## src/ffb_queue.sv

```systemverilog
// Small first-in first-out queue of any packed type.
// Uses no package items; instantiated between front and back and for results.
module ffb_queue #(
    parameter type T     = logic,
    parameter int  DEPTH = 2
) (
    input  logic clk,
    input  logic rst_n,
    input  logic wr,
    input  T     din,
    output logic full,
    input  logic rd,
    output T     dout,
    output logic empty
);

    localparam int PW = (DEPTH > 1) ? $clog2(DEPTH) : 1;
    localparam int CW = $clog2(DEPTH + 1);

    T               q_mem [DEPTH];
    logic [PW-1:0]  wp_reg;
    logic [PW-1:0]  rp_reg;
    logic [CW-1:0]  count_reg;
    logic [PW-1:0]  wp_next;
    logic [PW-1:0]  rp_next;

    assign full  = (count_reg == CW'(DEPTH));
    assign empty = (count_reg == '0);
    assign dout  = q_mem[rp_reg];

    assign wp_next = (wp_reg == PW'(DEPTH - 1)) ? '0 : wp_reg + PW'(1);
    assign rp_next = (rp_reg == PW'(DEPTH - 1)) ? '0 : rp_reg + PW'(1);

    always_ff @(posedge clk)
    begin
        if (wr)
        begin
            q_mem[wp_reg] <= din;
        end
    end

    always_ff @(posedge clk or negedge rst_n)
    begin
        if (!rst_n)
        begin
            wp_reg    <= '0;
            rp_reg    <= '0;
            count_reg <= '0;
        end
        else
        begin
            if (wr)
            begin
                wp_reg <= wp_next;
            end
            if (rd)
            begin
                rp_reg <= rp_next;
            end
            count_reg <= count_reg + CW'(wr) - CW'(rd);
        end
    end

endmodule

```

## config.mk

```make
export PLATFORM = sky130hd
export DESIGN_NAME = ffb_queue
export DESIGN_NICKNAME = d
export VERILOG_FILES = /design/src/ffb_queue.sv
export SDC_FILE = /design/constraint.sdc
export NUM_CORES = 1
export LEC_CHECK = 0
export BUFFER_PORTS_ARGS = -buffer_cell sky130_fd_sc_hd__buf_2
export CAP_MARGIN = 20
export CORE_AREA = 2 2 39 41
export DETAILED_ROUTE_END_ITERATION = 7
export DIE_AREA = 0 0 41 43
export SLEW_MARGIN = 30
export SYNTH_ARGS = -nofsm -noshare
export SYNTH_HDL_FRONTEND = slang
export SYNTH_SLANG_ARGS = --single-unit
```

## constraint.sdc

```tcl
create_clock -name clk -period 1.22 [get_ports clk]
set_input_delay 0 -clock clk [delete_from_list [all_inputs] [get_ports clk]]
set_output_delay 0 -clock clk [all_outputs]
set_load 0.1 [all_outputs]
```

==> results of run 1 <==
==> kinds of logic (layout without fill, tap and decap cells) <==
group / Yosys count / count (layout) / synth area share
flip-flops: 6 / 6 / 0.598
AND/OR/NAND/NOR: 4 / 4 / 0.0841
XOR/XNOR: 3 / 3 / 0.154
adder cells (fa/ha/maj): 2 / 2 / 0.0934
buffers and inverters: 2 / 17 / 0.0280
multiplexers: 1 / 1 / 0.0421
==> worst max-delay path, stage by stage, from the launching register on <==
cell and delay, ns:
dfrtp_1 0.40, mux2_1 0.36, buf_12 0.18
==> synth_stat cells, drive strengths merged <==
cell / instances / area share
and2: 1 / 0.023
dfrtp: 4 / 0.37
edfxtp: 2 / 0.22
ha: 2 / 0.093
inv: 2 / 0.028
mux2: 1 / 0.042
nor2: 1 / 0.014
nor2b: 2 / 0.047
xor2: 2 / 0.065
xor3: 1 / 0.089
==> how the worst min path moves through the flow <==
stage | from | endpoint | slack [ns]
4_1_cts | rst_n | rp_reg | 0.09
6_report | rst_n | rp_reg | 0.09
3_5_place_dp | rst_n | rp_reg | -0.19
3_3_place_gp | rst_n | rp_reg | -0.19
2_1_floorplan | rst_n | count_reg[0] | -0.30
5_1_grt | rst_n | rp_reg | 0.12
==> routing by layer <==
layer	track usage	share of wire	vias to the layer above
met3	0.0628	0.14	0
met1	0.0702	0.49	76
met2	0.0750	0.37	10
li1	-	-	90
met4	0.0200	0	0
met5	0	0	-
==> area by class of cell <==
cell class	count	share of cell area
flip-flops and latches	6	0.362
repair buffers	12	0.288
multi-input cells	10	0.237
clock buffers	3	0.0508
well taps	16	0.0452
inverters	2	0.0169
==> what timing repair did <==
| action | 4_1_cts | 5_1_grt |
|---|---|---|
| endpoints found under the hold margin | 8 | 0 |
| setup endpoints to repair | 0 | 1 |
| hold buffers | 4 | 0 |
| resized for setup | 0 | 0 |
==> stage by stage <==
step                utilization  TNS, ns  hold slack (ns)  cell area (um2)
floorplan                     -        0           -0.296              273
global placement          0.275        0           -0.188              380
detailed placement        0.275        0           -0.187              380
CTS                       0.320        0           0.0884              443
global route              0.320  -0.0236            0.118              443
finish                    0.320        0           0.0931              443
==> metrics.txt, run 1 <==
Chip Height 43 um; required time of the critical path around 1.2 ns; RSZ-0062 raised after global routing true; Slew HR 0.913; skew final 0.00502 ns; DR vias approximately 180; drc violations 0; largest net degree at the start of global routing 5; clock slew at reported path FFs 0.04 ns; Cells after Synth 18; Area Growth Syn to Fin 65.4%; CTS Sinks 6; Crit Path Category reg2out; R2R Path End count_reg[1]; gp weighted congestion about 0.57; clock latency on the worst-skew pair 0.24 ns; HPWL Detailed about 290 um; Final Setup Violations 0; Post-Place Cells 42; final hold vios 0; fin crit share 0.965; R2R depth 5; Syn Nets 25; postcts setup bufs 0; CP endpoint dout; antenna cells 0; synthesized cell area 268 um2; drt wl/cell between 7 and 8 um; IO buf count 7; Die ar. ~1800 um2; MaxCap Viol Count 0; Period minus WS final ~1.2 ns; Worst EP arrival about 1.2 ns; gr usage total 0.0610; r2r setup slk about 0.07 ns; 1st-iter DRT viols 4; CP startpoint kind flop; RR Startpoint count_reg[0]; layout cells sized above 1 0.394; row count 14; Netlist cell types 10; CTS tree yes; I/O pin cnt 8; first-pass GRT wire length around 670 um; Layout fillers 133; CTS Buffer Depth 2; Critical Path Fanout Max 2; Setup crit end kind primary output; drt total wl about 380 um; Fmax 849 MHz; first-pass iteration count of the detailed router 2; Starting Density 0.193; Setup crit start rp_reg; final cell count without fillers slightly below 50; HP Class in2async; Placement Setup Slack roughly 0.055 ns; register area around 160 um2; post-route ant nets 0; final-report max-slew violation count 0; vias in the first global route 170; CTS root buffer clkbuf_4; chip width ~41 um; antenna violations before repair 0; Synth Warn # 0; H-tree levels 1; status finished clean; Synth Register Bits 6; Multi-input gate area 105 um2; grt ovf 0; nets 42; total CTS buffers 3; mean post-synth cell area 14.9 um2; register area share after synthesis 0.598; Avg Vias per Cell between 3 and 4; Core Footprint between 1000 and 1500 um2; most frequent cells in the layout 4 x dfrtp_1, 4 x dlygate4sd3_1, 4 x buf_2; worst setup margin 0.0423 ns; worst slew pin tran ~0.13 ns
Power of run 1 is left out: the tool's default activity adds up to more than one toggle a clock period on the data nets, which glitch-free logic cannot reach.
==> run 2, diff against run 1 <==
ABC_AREA = 1   (was not set)
clock period = 1.3 ns   (was 1.22 ns; I/O delays follow)
==> run 2 against run 1 <==
- final area shrank 6.8%
- largest cell class unchanged
- critical path depth did not move
- area after synthesis increased by 5.6%
- clock skew down 0.0027 ns
- global-route usage rose by 0.39 points
- register-to-register slack improved by 0.05 ns
- die area stayed put
- wire length up 14%
- critical path type unchanged
- non-clock buffer count fell by 1
- utilization is 2.2 points lower
- critical endpoint unchanged
- sequential cell count unchanged
- count of clock-buffer cells in the layout grew 1
==> metrics.txt, run 2 <==
R2R depth 6; chip width a little over 40 um; Chip Height ~43 um; crit-path max cell delay 0.43 ns; Crit-path slowest cell buf_2; largest net degree at the start of global routing 5; IO buf count 7; status finished clean; I/O pin cnt 8; Setup crit end kind primary output; synthesized cell area ~280 um2; mean post-synth cell area 9.43 um2; Final Setup Violations 0; layout cells sized above 1 0.333; Fmax roughly 830 MHz; post-layout util 0.298; RSZ-0062 raised after global routing false; gp weighted congestion between 0.5 and 0.6; register area share after synthesis 0.566; postcts setup bufs 0; H-tree levels 1; Area Growth Syn to Fin 46.0%; fin crit share 0.924; most frequent cells in the layout 7 x inv_1, 7 x buf_2, 6 x nand2_1; RR Startpoint count_reg[0]; drt total wl around 440 um; CTS Sinks 6; Die ar. between 1500 and 2000 um2; grt ovf 0; cts repair resizes 0; MaxCap Viol Count 0; count leader, synth inv_1; Worst EP arrival 1.20 ns; Synth Register Bits 6; antenna violations before repair 0; R2R Path End count_reg[1]; skew final roughly 0.0023 ns; worst slew pin tran just under 0.5 ns; CP startpoint kind flop; Cells after Synth 30; drc violations 0; ranking of synthesized cells by area dfrtp_1 35%, edfxtp_1 21%, inv_1 9.3%; Starting Density 0.204; first-pass iteration count of the detailed router 4; worst setup margin between 0.09 and 0.1 ns; leading area contributor after synthesis dfrtp_1; top_reg_cell synth dfrtp_1; Critical Path Fanout Max 3; Synth Warn # 0; Layout fillers between 150 and 200; post-route ant nets 0; Post-synth EDFFs 2; Placement Setup Slack roughly 0.11 ns; vias in the first global route about 190; Crit Path Category reg2out; clock latency on the worst-skew pair 0.24 ns; CP Cell Sequence o21ai_2 > buf_2; Commonest cells post-synth 7 x inv_1, 6 x nand2_1, 4 x dfrtp_1; Slew HR 0.678; Period minus WS final roughly 1.2 ns; gr usage total 0.0649; clock slew at reported path FFs about 0.050 ns; CTS Buffer Depth 2; DR vias 217; drt wl/cell a little over 7 um; Syn Nets 37; antenna cells 0; HPWL Detailed about 360 um; final hold vios 0; first-pass GRT wire length between 700 and 800 um; Post-DP Area 347 um2; post-synth top area share 0.354; total CTS buffers 3; CTS tree yes; Avg Vias per Cell 3.56; CTS root buffer clkbuf_4; Core Footprint roughly 1400 um2; r2r setup slk ~0.12 ns; FFs w/ async S/R, synth 0.667; setup TNS 0 ns; required time of the critical path around 1.3 ns; nets 53; 1st-iter DRT viols 3; final-report max-slew violation count 0; HP Class in2async; row count 14; Netlist cell types 11; post-route cell area 413 um2
==> run 2: cell types whose count changed after synthesis, sizes merged, moves of 2 or more <==
cell and change:
nor2 +2, nor2b -2, inv +6, nand2 +7
==> run 2: metal layers <==
layer	track usage	up-vias	wire length (um)
li1	-	119	-
met1	0.0764	93	195
met2	0.0813	5	215
met3	0.0157	0	27
met4	0.0800	0	0
met5	0	-	0
==> run 2: what timing repair did <==
action,4_1_cts,5_1_grt
hold buffers,4,0
setup endpoints to repair,0,0
hold endpoints to repair,8,0
==> run 2: critical path: cells and delay by family (launching register included) <==
kind,cells,cell delay [ns]
compound gates,1,0.13
flops,1,0.40
buf+inv,1,0.43
==> run 2: area by class of cell <==
class / count / area (um2) / area share
timing repair buffer: 11 / 75.1 / 0.182
tap: 16 / 20.0 / 0.0485
sequential: 6 / 160 / 0.388
multi-input combinational: 16 / 101 / 0.245
inverter: 8 / 30.0 / 0.0727
clock buffer: 4 / 26.3 / 0.0636
==> run 2: how the worst max path moves through the flow <==
stage,endpoint,cells past startpoint,start
after global routing,count_reg[1],7,count_reg[0]
after global placement,count_reg[1],6,count_reg[0]
after detailed placement,count_reg[1],6,count_reg[0]
after floorplan,dout,1,rp_reg
final,dout,2,rp_reg
after CTS,dout,2,rp_reg
==> run 2: per-stage QoR <==
step           std cells  hold slack, ns
2_1_floorplan         30          -0.296
3_3_place_gp          53          -0.189
3_5_place_dp          53          -0.188
4_1_cts               61          0.0772
5_1_grt               61          0.0964
6_report              61          0.0865
==> run 2: kinds of logic after synthesis <==
family | count (synthesis) | share of synthesized area
compound gates | 1 | 0.0177
simple gates | 11 | 0.159
flops | 6 | 0.566
xor+xnor | 2 | 0.0620
fa+ha+maj | 2 | 0.0885
buf+inv | 8 | 0.106
Power of run 2 is left out for the same reason.
