==> src/ffb_pkg.sv <==
// Shared types and constants for the FIR filter bank.
// No dependencies; the other files, but for ffb_queue, refer to it by scoped names.
package ffb_pkg;

    localparam int MAX_TAPS_DEF     = 256;
    localparam int MAX_CHANNELS_DEF = 8;
    localparam int RESULT_CAP       = 8;
    localparam int OUT_DEPTH        = 8;
    localparam int CMD_DEPTH        = 2;

    localparam int CFG_IDX_W   = 2;
    localparam int CFG_DATA_W  = 9;
    localparam int TAPS_CFG_W  = 9;
    localparam int CHANS_CFG_W = 4;
    localparam int CHAN_W      = 3;
    localparam int RES_W       = 40;

    localparam logic [CFG_IDX_W-1:0] CFG_TAPS  = CFG_IDX_W'(0);
    localparam logic [CFG_IDX_W-1:0] CFG_CHANS = CFG_IDX_W'(1);

    localparam logic [TAPS_CFG_W-1:0]  TAPS_RST  = TAPS_CFG_W'(256);
    localparam logic [CHANS_CFG_W-1:0] CHANS_RST = CHANS_CFG_W'(1);

    localparam logic REQ_LOAD = 1'b0;

    localparam logic signed [RES_W-1:0] RES_MAX = 40'sh7F_FFFF_FFFF;
    localparam logic signed [RES_W-1:0] RES_MIN = 40'sh80_0000_0000;

    typedef enum logic [1:0] {
        OP_LOAD,
        OP_PUSH,
        OP_RUN
    } op_t;

    typedef struct packed {
        logic               req_type;
        logic [CHAN_W-1:0]  coef_channel;
        logic [7:0]         coef_tap;
        logic signed [15:0] value;
    } req_t;

    typedef struct packed {
        logic [CHAN_W-1:0]        channel;
        logic signed [RES_W-1:0]  result;
        logic                     last;
    } rsp_t;

    typedef struct packed {
        op_t                op;
        logic [CHAN_W-1:0]  coef_channel;
        logic [7:0]         coef_tap;
        logic signed [15:0] value;
    } cmd_t;

    typedef struct packed {
        logic clearing;
    } back_status_t;

endpackage

==> src/ffb_front.sv <==
// Front end: takes items, holds the configuration registers and the fill count,
// and tags each item as a load, a quiet sample or a sample that runs. Uses ffb_pkg.
module ffb_front #(
    parameter  int MAX_TAPS     = ffb_pkg::MAX_TAPS_DEF,
    parameter  int MAX_CHANNELS = ffb_pkg::MAX_CHANNELS_DEF,
    localparam int CNT_W        = $clog2(MAX_TAPS + 1)
) (
    input  logic                              clk,
    input  logic                              rst_n,
    input  logic                              push,
    output logic                              full,
    input  ffb_pkg::req_t                     req,
    input  logic                              cfg_valid,
    output logic                              cfg_ready,
    input  logic [ffb_pkg::CFG_IDX_W-1:0]     cfg_index,
    input  logic [ffb_pkg::CFG_DATA_W-1:0]    cfg_data,
    output logic                              cmd_push,
    output ffb_pkg::cmd_t                     cmd,
    input  logic                              cmd_full,
    input  ffb_pkg::back_status_t             status,
    output logic [CNT_W-1:0]                  taps,
    output logic [ffb_pkg::CHANS_CFG_W-1:0]   chans
);

    localparam int CH_LIM = (MAX_CHANNELS < ffb_pkg::RESULT_CAP) ?
                            MAX_CHANNELS : ffb_pkg::RESULT_CAP;

    logic [ffb_pkg::TAPS_CFG_W-1:0]  taps_cfg_reg;
    logic [ffb_pkg::CHANS_CFG_W-1:0] chans_cfg_reg;
    logic [CNT_W-1:0]                fill_reg;
    logic [CNT_W-1:0]                fill_next;
    logic                            accept;
    logic                            is_sample;

    assign cfg_ready = 1'b1;

    // Clamp the registers to what the bank can hold
    always_comb
    begin
        if (taps_cfg_reg == '0)
        begin
            taps = CNT_W'(1);
        end
        else if (32'(taps_cfg_reg) > 32'(MAX_TAPS))
        begin
            taps = CNT_W'(MAX_TAPS);
        end
        else
        begin
            taps = CNT_W'(taps_cfg_reg);
        end

        if (chans_cfg_reg == '0)
        begin
            chans = ffb_pkg::CHANS_CFG_W'(1);
        end
        else if (32'(chans_cfg_reg) > 32'(CH_LIM))
        begin
            chans = ffb_pkg::CHANS_CFG_W'(CH_LIM);
        end
        else
        begin
            chans = chans_cfg_reg;
        end
    end

    // Hold off new items while the back end sweeps the coefficient table
    assign full      = cmd_full || status.clearing;
    assign accept    = push && !full;
    assign is_sample = (req.req_type != ffb_pkg::REQ_LOAD);
    assign fill_next = (fill_reg < CNT_W'(MAX_TAPS)) ? fill_reg + CNT_W'(1) : fill_reg;

    assign cmd_push = accept;

    always_comb
    begin
        cmd.coef_channel = req.coef_channel;
        cmd.coef_tap     = req.coef_tap;
        cmd.value        = req.value;
        if (!is_sample)
        begin
            cmd.op = ffb_pkg::OP_LOAD;
        end
        else if (fill_next >= taps)
        begin
            cmd.op = ffb_pkg::OP_RUN;
        end
        else
        begin
            cmd.op = ffb_pkg::OP_PUSH;
        end
    end

    always_ff @(posedge clk or negedge rst_n)
    begin
        if (!rst_n)
        begin
            taps_cfg_reg  <= ffb_pkg::TAPS_RST;
            chans_cfg_reg <= ffb_pkg::CHANS_RST;
            fill_reg      <= '0;
        end
        else
        begin
            if (cfg_valid && cfg_ready)
            begin
                unique case (cfg_index)
                    ffb_pkg::CFG_TAPS:  taps_cfg_reg  <= cfg_data;
                    ffb_pkg::CFG_CHANS: chans_cfg_reg <= cfg_data[ffb_pkg::CHANS_CFG_W-1:0];
                    default: ;
                endcase
            end
            if (accept && is_sample)
            begin
                fill_reg <= fill_next;
            end
        end
    end

endmodule

==> config.mk <==
export PLATFORM = sky130hd
export DESIGN_NAME = ffb_front
export DESIGN_NICKNAME = d
export VERILOG_FILES = /design/src/ffb_pkg.sv /design/src/ffb_front.sv
export SDC_FILE = /design/constraint.sdc
export NUM_CORES = 1
export LEC_CHECK = 0
export BUFFER_PORTS_ARGS = -buffer_cell sky130_fd_sc_hd__buf_2
export CAP_MARGIN = 0
export CORE_ASPECT_RATIO = 1.4
export CORE_MARGIN = 1
export CORE_UTILIZATION = 48
export DETAILED_ROUTE_END_ITERATION = 10
export GPL_TIMING_DRIVEN = 0
export HOLD_SLACK_MARGIN = 0.05
export PLACE_DENSITY = 0.83
export SYNTH_ARGS = -nofsm -noshare
export SYNTH_HDL_FRONTEND = slang
export SYNTH_SLANG_ARGS = --single-unit
==> constraint.sdc <==
create_clock -name clk -period 3.3 [get_ports clk]
set_input_delay 0.66 -clock clk [delete_from_list [all_inputs] [get_ports clk]]
set_output_delay 0.66 -clock clk [all_outputs]
set_load 0.01 [all_outputs]
==> results.json, run 1 <==
{
  "syn-cell-area_um2": 1610,
  "drc": 0,
  "io_buffers": 61,
  "clk_path_buf_depth": 2,
  "die-area_um2": 3590,
  "grt_pass1_wl_mm": 4.77,
  "fin_ws_ns": 0.118,
  "arrival_ns": 2.52,
  "synth-seq-cells": 22,
  "criticalPathCategory": "reg -> out",
  "period_share_pct": 96.4,
  "overflow": 0,
  "cts_sinks": 22,
  "grt_max_degree": 23,
  "synth_top_area_share_pct": 31.2,
  "clk_pin_slew_ns": 0.08,
  "wl_met1_mm": 1.15,
  "grt_pass1_vias": 1181,
  "syn_avg_cell_area_um2": 9.62,
  "place_hpwl_mm": 2.49,
  "crit_fanout": 4,
  "hold_path.class": "in -> async",
  "synth_edf_count": 0,
  "fin_tns_setup_ns": 0,
  "worstPathRequired_ns": 2.64,
  "finClkSkew_ns": 0.000377,
  "cp-start-kind": "flip-flop",
  "antenna_left": 0,
  "p_total_uw": 827,
  "coreArea_um2": 3150,
  "nets": 288,
  "dominantRegCellSynth": "dfrtp_1",
  "post_cts_buffers": 0,
  "final_hold_viol_count": 0,
  "slew_viol_final": 0,
  "vias_per_cell": 4.90,
  "setup_violations": 0,
  "routedWlPerCell_um": 11.3,
  "synth_cells": 167,
  "antennaDiodeCount": 0,
  "drt_iter0_markers": 14,
  "numCtsBuffers": 3,
  "p_per_area_nw_per_um2": 407,
  "insertion_delay_ns": 0.26,
  "num_rows": 24,
  "root_buffer": "clkbuf_8",
  "rsz0062_at_grt": "false",
  "vdd_ir_drop_max_v": 0.000419,
  "fmaxAchievable_mhz": 314,
  "vias": 1328,
  "fillers": 292,
  "cts_tree": "yes",
  "synth_area_leader_cell": "dfrtp_1",
  "top_layer": "met4",
  "drive_gt1_share_pct": 52.6,
  "static-leakage-power_nw": 1.15,
  "finalCriticalPeriod_ns": 3.18,
  "gp_congestion": 0.806,
  "syn2layout_area_growth_pct": 26.6,
  "synth_cell_type_count": 36,
  "fp.dieH_um": 70.5,
  "top_level_ports": 90,
  "yosysSeqAreaShare_pct": 34.4,
  "drt-pass1-iter-count": 4,
  "synthTopCellsByArea": "dfrtp_1, buf_4, mux2_2",
  "wl_met3_um": 223,
  "final-seq-area_um2": 554,
  "htreeDepth": 1,
  "antenna_found_initial": 0,
  "final_cell_area_um2": 2030,
  "critPathCaptureType": "output port",
  "die_w_um": 50.9,
  "dp_slack_ns": 0.403,
  "yosys_warnings": 0,
  "synthArstFlopShare_pct": 100,
  "synth_nets": 222,
  "met2_length_mm": 1.60,
  "maxCapViolCount": 0,
  "dpl_cell_area_um2": 1960,
  "multi_input_area_um2": 759,
  "drt-total-wl_mm": 3.06,
  "status": "completed",
  "start_util_pct": 51.0,
  "grt_util_all_layers_pct": 17.8
}
## critical path, cell delays in order (launching register included)
cell and delay [ns]:
dfrtp_1 0.43, ha_1 0.28, nand2b_4 0.09, nor2_1 0.13, xor2_1 0.24, ha_1 0.29
a211oi_1 0.26, o211ai_1 0.18, a211oi_1 0.22, buf_2 0.16
## final cells by class
type	count	share of cell area, %
inverters	12	2.22
repair buffers	61	15.0
well taps	39	2.40
clock inverters	1	1.48
flip-flops and latches	22	27.3
plain buffers	35	12.2
multi-input cells	98	37.4
clock buffers	3	2.03
## logic make-up after synthesis
group                      after synthesis  share of synthesized area [%]
other                                    1                          0.233
buffers and inverters                   47                           18.3
muxes                                   14                           9.81
adders and majority gates               10                           7.79
and+or+nand+nor                         45                           16.4
DFF                                     22                           34.4
AOI/OAI and AO/OA                       14                           5.37
xor gates and xnor gates                14                           7.63
## what timing repair did
item | 4_1_cts | 5_1_grt
gates resized for setup | 0 | 1
endpoints found under the setup margin | 0 | 2
hold buffers | 0 | 0
## metrics by stage
step                      hold WS, ns  utilization, %  instances
after floorplan                 0.364               -        167
after global placement          0.493            62.2        267
after detailed placement        0.507            62.2        267
after CTS                       0.358            64.4        271
after global routing            0.381            64.5        271
final                           0.345            64.5        271
## where the power goes
part           internal, mW  switching, mW  total (mW)
logic                 0.124          0.121       0.244
registers             0.305         0.0269       0.332
clock network         0.162         0.0880       0.250
total                 0.591          0.236       0.827
## synthesized netlist by cell type (all sizes together), types with 4 or more instances
library cell / instances
dfrtp: 20
buf: 31
inv: 11
clkbuf: 4
xor2: 12
o21ai: 4
nand2: 14
nor2: 11
ha: 10
mux2: 14
a21oi: 4
nor3: 5
## cell usage in the layout (no fill, tap or decap), types with 2 or more instances in the layout
cell type and count:
buf_2 63, nor3_2 2, clkbuf_8 3, xnor2_1 2, nor3_1 3, o21ai_0 4
dfrtp_1 19, clkbuf_2 2, a21oi_1 4, nor2b_1 3, a211oi_1 3, inv_1 11
nand4_1 2, nor2_1 11, ha_1 10, clkbuf_1 2, xor2_1 12, buf_4 28
dfstp_2 2, mux2_2 14, nand2_1 14
## metal layers
metal | vias up | track usage (%)
met3 | 7 | 1.53
li1 | 658 | -
met5 | - | 0
met4 | 0 | 10.5
met2 | 62 | 33.5
met1 | 601 | 18.2
## final timing paths
check                                         from                           to  slack [ns]  cells past startpoint
max                        fill_reg[1]$_DFFE_PN0P_                      cmd[27]        0.12                      9
min reg2reg                fill_reg[7]$_DFFE_PN0P_      fill_reg[7]$_DFFE_PN0P_        0.52                      1
max reg2reg                fill_reg[0]$_DFFE_PN0P_      fill_reg[1]$_DFFE_PN0P_        1.90                      3
min in group clk           fill_reg[7]$_DFFE_PN0P_      fill_reg[7]$_DFFE_PN0P_        0.52                      1
max in group asynchronous                    rst_n      fill_reg[0]$_DFFE_PN0P_        2.59                      1
min                                          rst_n  taps_cfg_reg[6]$_DFFE_PN0P_        0.35                      1
(Power assumes the default switching activity.)
==> run 2: changes to the inputs <==
==> constraint.sdc (replaced) <==
create_clock -name clk -period 3.3 [get_ports clk]
set_input_delay 0.825 -clock clk [delete_from_list [all_inputs] [get_ports clk]]
set_output_delay 0.825 -clock clk [all_outputs]
set_load 0.01 [all_outputs]
==> results.json, run 2 (synthesis gave the netlist of run 1 again) <==
{
  "start_util_pct": 51.0,
  "cts_hold_buf": 0,
  "maxCapViolCount": 0,
  "root_buffer": "clkbuf_8",
  "htreeDepth": 1,
  "final_common_cell": "buf_2",
  "top_level_ports": 90,
  "fin_cells": 274,
  "place_hpwl_mm": 2.49,
  "antenna_left": 0,
  "place_inst": 267,
  "criticalPathCategory": "reg -> out",
  "final_hold_viol_count": 0,
  "vias": 1339,
  "slew_viol_final": 0,
  "antennaDiodeCount": 0,
  "die_w_um": 50.9,
  "vdd_ir_drop_max_v": 0.000419,
  "io_buffers": 61,
  "final_cell_mix": "buf_2, buf_4, dfrtp_1",
  "routedWlPerCell_um": 11.4,
  "drt_iter0_markers": 17,
  "arrival_ns": 2.36,
  "cts_tree": "yes",
  "drt-total-wl_mm": 3.13,
  "drt-pass1-iter-count": 4,
  "fillers": 285,
  "fmaxAchievable_mhz": 314,
  "syn2layout_area_growth_pct": 29.1,
  "grt_pass1_wl_mm": 4.80,
  "clk_path_buf_depth": 2,
  "grt_pass1_vias": 1187,
  "overflow": 0,
  "vias_per_cell": 4.89,
  "status": "completed",
  "hold_path.class": "in -> async",
  "numCtsBuffers": 3,
  "cp-start-kind": "flip-flop",
  "critPathCaptureType": "output port",
  "fin_tns_setup_ns": 0,
  "clk_pin_slew_ns": 0.08,
  "rsz0062_at_grt": "false",
  "static-leakage-power_nw": 1.16,
  "finalCriticalPeriod_ns": 3.19,
  "drive_gt1_share_pct": 54.5,
  "die-area_um2": 3590,
  "grt_max_degree": 23,
  "finClkSkew_ns": 0.000413,
  "worstPathRequired_ns": 2.47,
  "num_rows": 24,
  "insertion_delay_ns": 0.27,
  "coreArea_um2": 3150,
  "setup_violations": 0,
  "grt_util_all_layers_pct": 17.9,
  "nets": 291,
  "crit_fanout": 4,
  "antenna_found_initial": 0,
  "cts_sinks": 22,
  "gp_congestion": 0.806,
  "fp.dieH_um": 70.5,
  "p_per_area_nw_per_um2": 401,
  "period_share_pct": 96.6,
  "drc": 0
}
## run 2: cell types whose count changed in the layout (fill, tap and decap cells not counted), sizes merged
cell | before | now
buf | 92 | 95
## run 2: final cells by class
cell class	count	area [um2]	share of cell area, %
Clock buffer	3	41.3	1.99
Tap cell	39	48.8	2.35
Multi-Input combinational cell	98	777	37.5
Inverter	12	45.0	2.17
Buffer	35	249	12.0
Sequential cell	22	556	26.8
Clock inverter	1	30.0	1.45
Timing Repair Buffer	64	328	15.8
## run 2: worst max-delay path, cell delays in order (launching register included)
cell and delay, ns:
dfrtp_2 0.43, ha_4 0.17, nand2b_4 0.07, nor2_1 0.14, xor2_1 0.24, ha_1 0.29
a211oi_2 0.22, o211ai_1 0.16, a211oi_1 0.21, buf_2 0.16
## run 2: per-stage QoR
step / hold WS [ns] / power, mW / instance area [um2] / setup WS (ns) / utilization (%)
floorplan: 0.481 / 0.490 / 1610 / 0.508 / -
global placement: 0.493 / 0.575 / 1960 / 0.305 / 62.2
detailed placement: 0.507 / 0.582 / 1960 / 0.238 / 62.2
CTS: 0.520 / 0.833 / 2040 / 0.0191 / 64.6
global route: 0.534 / 0.871 / 2070 / 0.0153 / 65.8
finish: 0.505 / 0.831 / 2070 / 0.111 / 65.8
## run 2: per-layer routing
metal	track usage, %	part of all wire, %
met3	1.53	7.0
met5	0	0
met1	18.2	38
met2	33.8	52
met4	10.5	2.8
## run 2: what timing repair did
action,in CTS,in global routing
gates resized for setup,2,3
setup endpoints to repair,2,2
setup buffers,0,3
hold endpoints to repair,0,0
pin swaps,0,1
## run 2: worst paths after layout
path | end | depth (start not counted) | slack (ns) | start
hold reg to reg | fill_reg[6]$_DFFE_PN0P_ | 1 | 0.52 | fill_reg[6]$_DFFE_PN0P_
min in group clk | fill_reg[6]$_DFFE_PN0P_ | 1 | 0.52 | fill_reg[6]$_DFFE_PN0P_
max in group asynchronous | fill_reg[1]$_DFFE_PN0P_ | 1 | 2.43 | rst_n
setup / recovery | cmd[27] | 9 | 0.11 | fill_reg[0]$_DFFE_PN0P_
setup reg to reg | fill_reg[1]$_DFFE_PN0P_ | 3 | 1.95 | fill_reg[0]$_DFFE_PN0P_
hold / removal | taps_cfg_reg[6]$_DFFE_PN0P_ | 1 | 0.50 | rst_n
## run 2: report_power, final
part | total [mW] | internal, mW | switching, mW
registers | 0.332 | 0.305 | 0.0269
clock network | 0.253 | 0.162 | 0.0903
logic | 0.247 | 0.125 | 0.122
total | 0.831 | 0.592 | 0.239
